<file path="src/rtl/core/mp2_pkg.sv">
// types, constants and helpers shared by the 2x2 max pooling block
`timescale 1ns / 1ps
package mp2_pkg;

	localparam int DATA_BITS  = 32;
	localparam int MAX_COLS   = 64;
	localparam int LINE_DEPTH = MAX_COLS / 2;
	localparam int COL_W      = $clog2(MAX_COLS);
	localparam int IDX_W      = $clog2(LINE_DEPTH);
	localparam int DIM_W      = 7;
	localparam int PLANE_W    = 8;
	localparam int CFG_IDX_W  = 2;
	localparam int CFG_DATA_W = 8;

	localparam logic [CFG_IDX_W-1:0] REG_IMAGE_COLS = 2'd0;
	localparam logic [CFG_IDX_W-1:0] REG_IMAGE_ROWS = 2'd1;
	localparam logic [CFG_IDX_W-1:0] REG_NUM_PLANES = 2'd2;

	typedef logic signed [DATA_BITS-1:0] data_t;

	// position of the pixel being accepted within the plane set
	typedef struct packed {
		logic             active;
		logic             odd_col;
		logic             odd_row;
		logic [IDX_W-1:0] idx;
		logic             plane_end;
		logic             all_end;
	} pos_t;

	function automatic data_t smax(input data_t a, input data_t b);
		return (a >= b) ? a : b;
	endfunction

endpackage

</file>
<file path="src/rtl/core/mp2_pos.sv">
// configuration registers and raster position counters
`timescale 1ns / 1ps
module mp2_pos (
	input  logic                          clk,
	input  logic                          arst_n,
	input  logic                          cfg_we,
	input  logic [mp2_pkg::CFG_IDX_W-1:0]  cfg_index,
	input  logic [mp2_pkg::CFG_DATA_W-1:0] cfg_data,
	input  logic                          advance,
	output mp2_pkg::pos_t                  pos
);
	import mp2_pkg::*;

	logic [DIM_W-1:0]   cols_q, rows_q;
	logic [PLANE_W-1:0] planes_q;
	logic [COL_W-1:0]   col_q, row_q;
	logic [PLANE_W-1:0] plane_q;

	logic [DIM_W-1:0]   cols_eff, rows_eff;
	logic [PLANE_W-1:0] planes_eff;
	logic [COL_W-1:0]   cpairs, rpairs;
	logic               col_wrap, row_wrap, plane_wrap;

	function automatic logic [DIM_W-1:0] clamp_dim(input logic [DIM_W-1:0] v);
		if (v < DIM_W'(2))
			return DIM_W'(2);
		else if (v > DIM_W'(MAX_COLS))
			return DIM_W'(MAX_COLS);
		else
			return v;
	endfunction

	always_comb begin
		cols_eff   = clamp_dim(cols_q);
		rows_eff   = clamp_dim(rows_q);
		planes_eff = (planes_q == '0) ? PLANE_W'(1) : planes_q;
		cpairs     = cols_eff[DIM_W-1:1];
		rpairs     = rows_eff[DIM_W-1:1];
		col_wrap   = ({1'b0, col_q} + DIM_W'(1)) >= cols_eff;
		row_wrap   = ({1'b0, row_q} + DIM_W'(1)) >= rows_eff;
		plane_wrap = ({1'b0, plane_q} + (PLANE_W+1)'(1)) >= {1'b0, planes_eff};

		pos.active    = ({1'b0, col_q} < {cpairs, 1'b0}) && ({1'b0, row_q} < {rpairs, 1'b0});
		pos.odd_col   = col_q[0];
		pos.odd_row   = row_q[0];
		pos.idx       = col_q[COL_W-1:1];
		pos.plane_end = ({1'b0, col_q[COL_W-1:1]} == (cpairs - COL_W'(1)))
			&& ({1'b0, row_q[COL_W-1:1]} == (rpairs - COL_W'(1)));
		pos.all_end   = pos.plane_end && plane_wrap;
	end

	always_ff @(posedge clk or negedge arst_n) begin
		if (!arst_n) begin
			cols_q   <= DIM_W'(28);
			rows_q   <= DIM_W'(28);
			planes_q <= PLANE_W'(1);
		end else if (cfg_we) begin
			case (cfg_index)
				REG_IMAGE_COLS: cols_q   <= cfg_data[DIM_W-1:0];
				REG_IMAGE_ROWS: rows_q   <= cfg_data[DIM_W-1:0];
				REG_NUM_PLANES: planes_q <= cfg_data[PLANE_W-1:0];
				default: ;
			endcase
		end
	end

	always_ff @(posedge clk or negedge arst_n) begin
		if (!arst_n) begin
			col_q   <= '0;
			row_q   <= '0;
			plane_q <= '0;
		end else if (advance) begin
			if (col_wrap) begin
				col_q <= '0;
				if (row_wrap) begin
					row_q   <= '0;
					plane_q <= plane_wrap ? '0 : plane_q + PLANE_W'(1);
				end else begin
					row_q <= row_q + COL_W'(1);
				end
			end else begin
				col_q <= col_q + COL_W'(1);
			end
		end
	end

endmodule

</file>
<file path="src/rtl/core/max_pool_2x2_stride2_top.sv">
// 2x2 stride-2 max pooling over raster-order planes, top level
//
//  channel   dir  contents
//  s_axis    in   tdata = pixel
//  m_axis    out  tdata = max_value, tlast = plane_end, tuser = all_end
//  cfg       in   cfg_we / cfg_index / cfg_data, 0 cols, 1 rows, 2 planes
//
//  one pixel per cycle unless a result stalls; results are registered after the input stage
//  stages: input register with line store read, then result register
//  a stalled result holds the result stage and a full input stage; s_axis_tready drops only then
//  reset clears counters, valids and the pair maximum, registers go to 28, 28, 1
`timescale 1ns / 1ps
module max_pool_2x2_stride2_top (
	input  logic                          clk,
	input  logic                          arst_n,
	input  logic                          s_axis_tvalid,
	output logic                          s_axis_tready,
	input  logic [mp2_pkg::DATA_BITS-1:0]  s_axis_tdata,   // pixel
	output logic                          m_axis_tvalid,
	input  logic                          m_axis_tready,
	output logic [mp2_pkg::DATA_BITS-1:0]  m_axis_tdata,   // max_value
	output logic                          m_axis_tlast,
	output logic                          m_axis_tuser,   // all_end
	input  logic                          cfg_we,
	input  logic [mp2_pkg::CFG_IDX_W-1:0]  cfg_index,
	input  logic [mp2_pkg::CFG_DATA_W-1:0] cfg_data
);
	import mp2_pkg::*;

	pos_t  pos;
	logic  accept, out_free, move;

	logic  valid_s1;
	data_t pixel_s1;
	data_t line_rd_s1;
	pos_t  pos_s1;

	data_t pair_max_q;
	data_t line_mem [LINE_DEPTH];
	data_t pair_m;

	logic  out_valid_q;
	data_t out_data_q;
	logic  out_last_q, out_user_q;

	assign out_free      = !out_valid_q || m_axis_tready;
	assign move          = valid_s1 && out_free;
	assign s_axis_tready = !valid_s1 || out_free;
	assign accept        = s_axis_tvalid && s_axis_tready;

	mp2_pos u_pos (
		.clk       (clk),
		.arst_n    (arst_n),
		.cfg_we    (cfg_we),
		.cfg_index (cfg_index),
		.cfg_data  (cfg_data),
		.advance   (accept),
		.pos       (pos)
	);

	// input stage
	always_ff @(posedge clk or negedge arst_n) begin
		if (!arst_n)
			valid_s1 <= 1'b0;
		else if (s_axis_tready)
			valid_s1 <= s_axis_tvalid;
	end

	always_ff @(posedge clk) begin
		if (accept) begin
			pixel_s1   <= s_axis_tdata;
			pos_s1     <= pos;
			line_rd_s1 <= line_mem[pos.idx];
		end
	end

	assign pair_m = smax(pair_max_q, pixel_s1);

	always_ff @(posedge clk or negedge arst_n) begin
		if (!arst_n)
			pair_max_q <= '0;
		else if (move && pos_s1.active && !pos_s1.odd_col)
			pair_max_q <= pixel_s1;
	end

	// line store, even rows write pair maxima
	always_ff @(posedge clk) begin
		if (move && pos_s1.active && pos_s1.odd_col && !pos_s1.odd_row)
			line_mem[pos_s1.idx] <= pair_m;
	end

	// result stage
	always_ff @(posedge clk or negedge arst_n) begin
		if (!arst_n)
			out_valid_q <= 1'b0;
		else if (out_free)
			out_valid_q <= valid_s1 && pos_s1.active && pos_s1.odd_col && pos_s1.odd_row;
	end

	always_ff @(posedge clk) begin
		if (move) begin
			out_data_q <= smax(line_rd_s1, pair_m);
			out_last_q <= pos_s1.plane_end;
			out_user_q <= pos_s1.all_end;
		end
	end

	assign m_axis_tvalid = out_valid_q;
	assign m_axis_tdata  = out_data_q;
	assign m_axis_tlast  = out_last_q;
	assign m_axis_tuser  = out_user_q;

endmodule

</file>
<file path="config.mk">
export PLATFORM = sky130hd
export DESIGN_NAME = max_pool_2x2_stride2_top
export DESIGN_NICKNAME = d
export VERILOG_FILES = /design/src/rtl/core/mp2_pkg.sv /design/src/rtl/core/mp2_pos.sv /design/src/rtl/core/max_pool_2x2_stride2_top.sv
export SDC_FILE = /design/constraint.sdc
export NUM_CORES = 1
export LEC_CHECK = 0
export ABC_AREA = 1
export BUFFER_PORTS_ARGS = -buffer_cell sky130_fd_sc_hd__clkbuf_2
export CAP_MARGIN = 20
export CORE_MARGIN = 2
export CORE_UTILIZATION = 45
export CTS_CLUSTER_DIAMETER = 200
export DETAILED_ROUTE_END_ITERATION = 8
export PLACE_DENSITY_LB_ADDON = 0.08
export RECOVER_POWER = 25
export SLEW_MARGIN = 15
export SYNTH_ARGS = -nofsm -noshare
export SYNTH_HDL_FRONTEND = slang
export SYNTH_HIERARCHICAL = 1
export SYNTH_SLANG_ARGS = --single-unit
</file>
<file path="constraint.sdc">
create_clock -name clk -period 4 [get_ports clk]
set_input_delay 0.8 -clock clk [delete_from_list [all_inputs] [get_ports clk]]
set_output_delay 0.8 -clock clk [all_outputs]
set_load 0.05 [all_outputs]
</file>
==> run metrics, run 1 <==
HP Start s_axis_tdata[8]; largest net degree at the start of global routing 150; pre-CTS setup slack 0.0102 ns; Top Ports 83; mux contribution to synthesized area 0; # hold bufs at CTS 0; worst reg2reg setup slack 0.13 ns; Flop pwr share 0.379; Clock Skew 0.0290 ns; Placed Cells 5,515; clock sink count 1,208; clock power share 0.244; DIE WIDTH 339 um; H-Tree Depth 4; Post-Synth Adder-Cell Area 0.0250; initial antenna violation count 4; Final ANT Viol Nets 0; first-pass GRT wire length 219,000 um; Reg clk slew, reported paths 0.06 ns; critical path class reg -> reg; DRC Markers 0; via count 33,300; Fmax 0.259 GHz; average wire per standard cell 26.1 um; share of cells above drive strength 1 0.175; Final Core Density 0.528; crit path max fanout 13; CTS tree built; HP Class in -> reg; Starting Density 0.452; die area 0.115 mm^2; Multi-input gate area 0.0136 mm^2; XOR/XNOR Fraction of Synth Area 0.00410; fillers 9,603; Nets 4,340; Period minus WS final 3.87 ns; vias in the first global route 32,100; Startpoint Class flip-flop; Max-Cap Viols 9; Seq. cell area 0.0359 mm^2; Reg-to-Reg Start pair_max_q[15]; DRT iter0 DRCs 3,638; n_diodes 0; Critical Path Sink Type flip-flop; Hold Path End pixel_s1[8]; Die H 339 um; cell internal pwr 0.0307 W; Slew Limit Fails 410; R2R cell count 25; cell area after layout 0.0592 mm^2; row cnt 123; CTS Buffer Depth 3; Yosys Warn Count 6; slew margin rel. -0.639; final hold vios 0; GR met1 Demand/Resource 0.357; worst hold stages 1; Yosys reg bits 1,208; cells after synthesis 3,959; hold slack final 0.223 ns; maximum vdd ir drop 0.589 mV; final worst path period share 0.967; Total Routing Usage GR 0.258; Mapped Area 0.0506 mm^2; Layout area overhead 16.9%; DR pass1 iterations 7; final worst slack 0.132 ns; Synth Area per Inst 12.8 um^2; busiest grt layer met2; met3 usage 0.0578; Synth cell types 49; Synth Area in Compound Gates 0.119; Num CTS Buffers 134; remaining global-route overflow 0; switching share of total power 0.380; data required time of the worst path 4.51 ns; root buffer cell clkbuf_16; final setup fails 0; grt met2 use 0.408; syn nets 4,107; Vias per Instance 5.75; Synth Area in Simple Gates 0.107; Critical Path AT 4.38 ns; sequential area share after synthesis 0.709; Cell Pwr Density 838 mW/mm^2; dpl cell area 0.0542 mm^2; dpl hpwl 86,100 um; failing checks max-capacitance violations, max-slew violations; WL final 151,000 um; clock latency on the worst-skew pair 0.76 ns; I/O Buffers 82; commonest non-fill, non-tap cell in the layout edfxtp_1; sw power 0.0189 W; main combinational cell family by area after synthesis compound AO/OA/AOI/OAI gates; status finished with violations; non-filler instance count after layout 5,798; Core ar. 0.112 mm^2; Comb power frac 0.377; RSZ-0062 raised after global routing yes; GPL Wtd Cong 0.792; Worst-Margin Slew 2.46 ns; Crit Reg-Reg Endpoint m_axis_tdata[1]; most frequent cells in the layout edfxtp_1, nor2_1, o21ai_0; Pleak 20.7 nW
-- metrics by stage --
stage,power [W],TNS (ns)
3_3_place_gp,0.0358,0
4_1_cts,0.0480,0
5_1_grt,0.0521,-2.39
6_report,0.0496,0
3_5_place_dp,0.0359,0
2_1_floorplan,0.0294,0
-- metal layers --
metal  share of wire  up-vias
met4           0.027        4
li1                -    15200
met2            0.47     1225
met5         0.00022        -
met3           0.074      259
met1            0.43    16700
-- area by class of cell --
type	count	share of cell area
clock inverter	67	0.0116
timing repair buffer	342	0.0457
timing repair inverter	2	0.000296
inverter	190	0.0128
clock buffer	175	0.0607
multi-input combinational	2314	0.231
tap	1500	0.0317
sequential	1208	0.607
-- state kept, by name (all words and copies together), names as in the netlist, 7 cells and up --
name / cells
line_mem: 1024
line_rd_s1: 32
m_axis_tdata: 32
pair_max_q: 32
pixel_s1: 32
pos_s1: 10
u_pos/plane_q: 8
u_pos/planes_q: 8
u_pos/cols_q: 7
u_pos/rows_q: 7
-- worst max-delay path: stages, from the launching register on --
cell       delay (ns)
dfrtp_1          0.40
ha_1             0.35
nand2_2          0.10
nor2_4           0.14
nand2_2          0.09
inv_1            0.06
nand2_1          0.05
nand2_2          0.07
nand2_4          0.06
nand2_4          0.07
nand2_4          0.06
buf_4            0.14
clkbuf_16        0.17
nand4_1          0.12
nand2_2          0.08
ha_1             0.29
nand4_1          0.18
nor4_4           0.29
buf_4            0.15
nand4_1          0.12
nand2_4          0.13
nor2_8           0.05
buf_6            0.14
clkbuf_16        0.16
nand3_1          0.08
nand2_1          0.05
-- kinds of logic (layout without fill, tap and decap cells) --
group / Yosys count / after routing
buffers and inverters: 437 / 776
XOR/XNOR: 22 / 22
flip-flops: 1208 / 1208
AND/OR/NAND/NOR: 1192 / 1192
AO/OA/AOI/OAI: 999 / 999
adder cells (fa/ha/maj): 101 / 101
-- power by group through the flow --
stage,clock [W],combinational (W),sequential (W)
global route,0.0128,0.0205,0.0188
CTS,0.0123,0.0170,0.0187
finish,0.0121,0.0187,0.0188
floorplan,0,0.0103,0.0190
detailed placement,0,0.0170,0.0190
global placement,0,0.0168,0.0190
-- how the worst max path moves through the flow --
stage	from	to	slack [ns]	cells past startpoint
2_1_floorplan	m_axis_tready	u_pos/plane_q[0]	0.13	9
3_3_place_gp	pair_max_q[27]	m_axis_tdata[12]	0.10	24
3_5_place_dp	pixel_s1[29]	m_axis_tdata[24]	0.01	24
4_1_cts	pixel_s1[29]	m_axis_tdata[24]	0.009	25
5_1_grt	pair_max_q[15]	m_axis_tdata[1]	-0.1	29
6_report	pair_max_q[15]	m_axis_tdata[1]	0.13	25
-- cells in the mapped netlist, drive strengths merged --
| library cell | number | area, um^2 |
|---|---|---|
| nand4 | 50 | 319 |
| clkbuf | 174 | 653 |
| buf | 73 | 453 |
| xor2 | 19 | 181 |
| a21o | 1 | 7.51 |
| a21oi | 43 | 238 |
| clkinv | 1 | 5.00 |
| a31oi | 32 | 200 |
| nand3 | 146 | 881 |
| nand2 | 324 | 1580 |
| o21a | 6 | 45.0 |
| nor2 | 658 | 2520 |
| nor3b | 1 | 7.51 |
| o211ai | 2 | 15.0 |
| o21bai | 6 | 45.0 |
| edfxtp | 1132 | 34000 |
| xnor2 | 3 | 26.3 |
| or2 | 1 | 6.26 |
| a32oi | 29 | 254 |
| inv | 189 | 712 |
| ha | 101 | 1260 |
| o22ai | 66 | 413 |
| dfrtp | 69 | 1730 |
| o221ai | 192 | 1680 |
| nor3 | 7 | 40.0 |
| a41o | 1 | 10.0 |
| and2 | 1 | 6.26 |
| o21ai | 621 | 3110 |
| nand3b | 1 | 7.51 |
| dfstp | 7 | 184 |
| nor4 | 3 | 33.8 |
-- what timing repair did --
item                                    4_1_cts  5_1_grt
gates cloned                                  0        7
gates resized for setup                       1      125
pin swaps                                     0       37
setup buffers                                 0       34
endpoints found under the setup margin       20       32
Power figures use the tool's default switching activity.
==> run 2, diff against run 1 <==
- SLEW_MARGIN: 15 -> 20
- SYNTH_HIERARCHICAL: 1 -> default
==> run 2 against run 1 <==
The flow still finishes with violations (max-capacitance violations, max-slew violations). Non-clock buffer count fell by 66. Setup slack lost 0.088 ns. Design area shrank 1.1%. Fmax fell by 2.2%. Sequential cell count stayed put. Utilization decreased by 0.082 points. Synthesized area decreased by 0.24%. Via count increased by 0.80%. Sequential power about the same. Worst hold slack better by 0.016 ns. Critical path type unchanged. Largest power group unchanged.
==> run metrics, run 2 <==
status finished with violations; failing checks max-capacitance violations, max-slew violations; Hold Path End pixel_s1[10]; Final ANT Viol Nets 0; GR met1 Demand/Resource 0.354; predominant post-synthesis flop cell edfxtp_1; crit path max fanout 8; average wire per standard cell 24.4 um; Yosys top cell by area edfxtp_1; syn nets 4,287; Max-Cap Viols 9; Nets 4,451; Multi-input gate area 0.0136 mm^2; busiest grt layer met2; die area 0.115 mm^2; DRT iter0 DRCs 3,314; Synth area leaders edfxtp_1, o21ai_0, nor2_1, o22ai_1, dfrtp_1; Final Core Density 0.528; pre-CTS setup slack -0.349 ns; vias in the first global route 31,800; Synth cell types 47; worst reg2reg setup slack 0.04 ns; CTS tree built; share of cells above drive strength 1 0.145; Starting Density 0.455; Cell Pwr Density 837 mW/mm^2; first-pass GRT wire length 211,000 um; Reg clk slew, reported paths 0.06 ns; Crit Reg-Reg Endpoint m_axis_tdata[14]; data required time of the worst path 4.60 ns; # hold bufs at CTS 0; CTS Buffer Depth 3; Post-synth EDFFs 1,132; post-synth top area share 0.673; Synth Area per Inst 12.2 um^2; HP Start s_axis_tdata[10]; Max stage delay on crit path 0.40 ns; Yosys Warn Count 0; slew margin rel. -0.805; grt met2 use 0.385; WL final 144,000 um; Pleak 20.8 nW; clock latency on the worst-skew pair 0.75 ns; root buffer cell clkbuf_16; cells after synthesis 4,139; HP Class in -> reg; Largest register FFs 1,024; sequential area share after synthesis 0.711; fillers 9,623; clock sink count 1,208; final setup fails 0; maximum vdd ir drop 0.606 mV; Mapped Area 0.0505 mm^2; largest net degree at the start of global routing 156; Reg-to-Reg Start pair_max_q[23]; DR pass1 iterations 5; non-filler instance count after layout 5,893; I/O Buffers 82; final worst path period share 0.989; commonest non-fill, non-tap cell in the layout edfxtp_1; worst hold stages 1; Fmax 0.253 GHz; initial antenna violation count 6; Period minus WS final 3.96 ns; Core ar. 0.111 mm^2; Top Ports 83; final hold vios 0; Total Routing Usage GR 0.246; DRC Markers 0; CP max stage cell dfrtp_1; met3 usage 0.0429; Num CTS Buffers 134; most numerous cell in the Yosys netlist edfxtp_1; Clock Skew 0.0322 ns; DIE WIDTH 339 um; hold slack final 0.239 ns; Critical Path Sink Type flip-flop; final worst slack 0.0444 ns; Die H 339 um; Startpoint Class flip-flop; Critical Path AT 4.56 ns; critical path class reg -> reg; R2R cell count 25; RSZ-0062 raised after global routing yes; Top reg by flops line_mem; Yosys reg bits 1,208; Slew Limit Fails 570; remaining global-route overflow 0; Vias per Instance 5.70; row cnt 122; most frequent cells in the layout edfxtp_1, nor2_1, o21ai_0; asr flop ratio synth 0.0629; top cells by count, synth edfxtp_1, nor2_1, o21ai_0; Placed Cells 5,612; Seq. cell area 0.0359 mm^2; GPL Wtd Cong 0.814; H-Tree Depth 4; via count 33,600; Layout area overhead 15.9%; n_diodes 0; dpl hpwl 80,600 um; Worst-Margin Slew 2.71 ns
## run 2: cell families (layout without fill, tap and decap cells)
logic type / Yosys count / count (layout) / synth area share
buffers and inverters: 431 / 697 / 0.0358
flip-flops: 1208 / 1208 / 0.711
XOR/XNOR: 22 / 22 / 0.00382
AO/OA/AOI/OAI: 1098 / 1098 / 0.118
adder cells (fa/ha/maj): 101 / 101 / 0.0250
AND/OR/NAND/NOR: 1279 / 1279 / 0.106
## run 2: power breakdown
group          total [W]  switching (W)  internal [W]
registers         0.0187       0.000733        0.0179
logic             0.0184         0.0128       0.00555
clock network     0.0120        0.00500       0.00695
## run 2: per-layer routing
| metal | vias to the layer above | wire (um) | share of wire |
|---|---|---|---|
| met3 | 218 | 10200 | 0.071 |
| met4 | 2 | 3610 | 0.025 |
| met5 | - | 13 | 0.000090 |
| li1 | 15400 | - | - |
| met2 | 1165 | 66700 | 0.46 |
| met1 | 16800 | 63400 | 0.44 |
## run 2: through the flow
stage | TNS (ns) | power, W | area [um^2]
floorplan | 0 | 0.0293 | 50500
global placement | -7.09 | 0.0350 | 53600
detailed placement | -10.00 | 0.0351 | 53600
CTS | 0 | 0.0471 | 57800
global route | -5.19 | 0.0516 | 58500
finish | 0 | 0.0490 | 58500
## run 2: repair_timing
action                                  in CTS  in global routing
endpoints found under the setup margin      32                 32
gates cloned                                 0                  5
resized for setup                            6                146
buffers inserted                             0                 38
pin swaps                                    0                 42
## run 2: how the worst max path moves through the flow
stage                               from          endpoint  slack [ns]  cells past startpoint
after floorplan           pair_max_q[31]  m_axis_tdata[10]        0.34                     31
after detailed placement     pixel_s1[9]  m_axis_tdata[14]       -0.35                     27
final                     pair_max_q[23]  m_axis_tdata[14]        0.04                     25
after global routing         pixel_s1[3]  m_axis_tdata[16]       -0.19                     31
after global placement    pair_max_q[11]   m_axis_tdata[8]       -0.23                     24
after CTS                    pixel_s1[9]  m_axis_tdata[14]       0.002                     27
## run 2: worst max-delay path: cells and delay by family (launching register included)
kind / cells / cell delay (ns)
AO/OA/AOI/OAI: 3 / 0.50
adder cells (fa/ha/maj): 2 / 0.60
buffers and inverters: 4 / 0.68
flip-flops: 1 / 0.40
AND/OR/NAND/NOR: 16 / 1.63
## run 2: layout make-up
type / instances / share of cell area
Inverter: 182 / 0.0124
Timing Repair Buffer: 276 / 0.0381
Multi-Input combinational cell: 2500 / 0.232
Sequential cell: 1208 / 0.613
Timing Repair inverter: 1 / 0.000192
Clock inverter: 73 / 0.0117
Clock buffer: 165 / 0.0605
Tap cell: 1488 / 0.0318
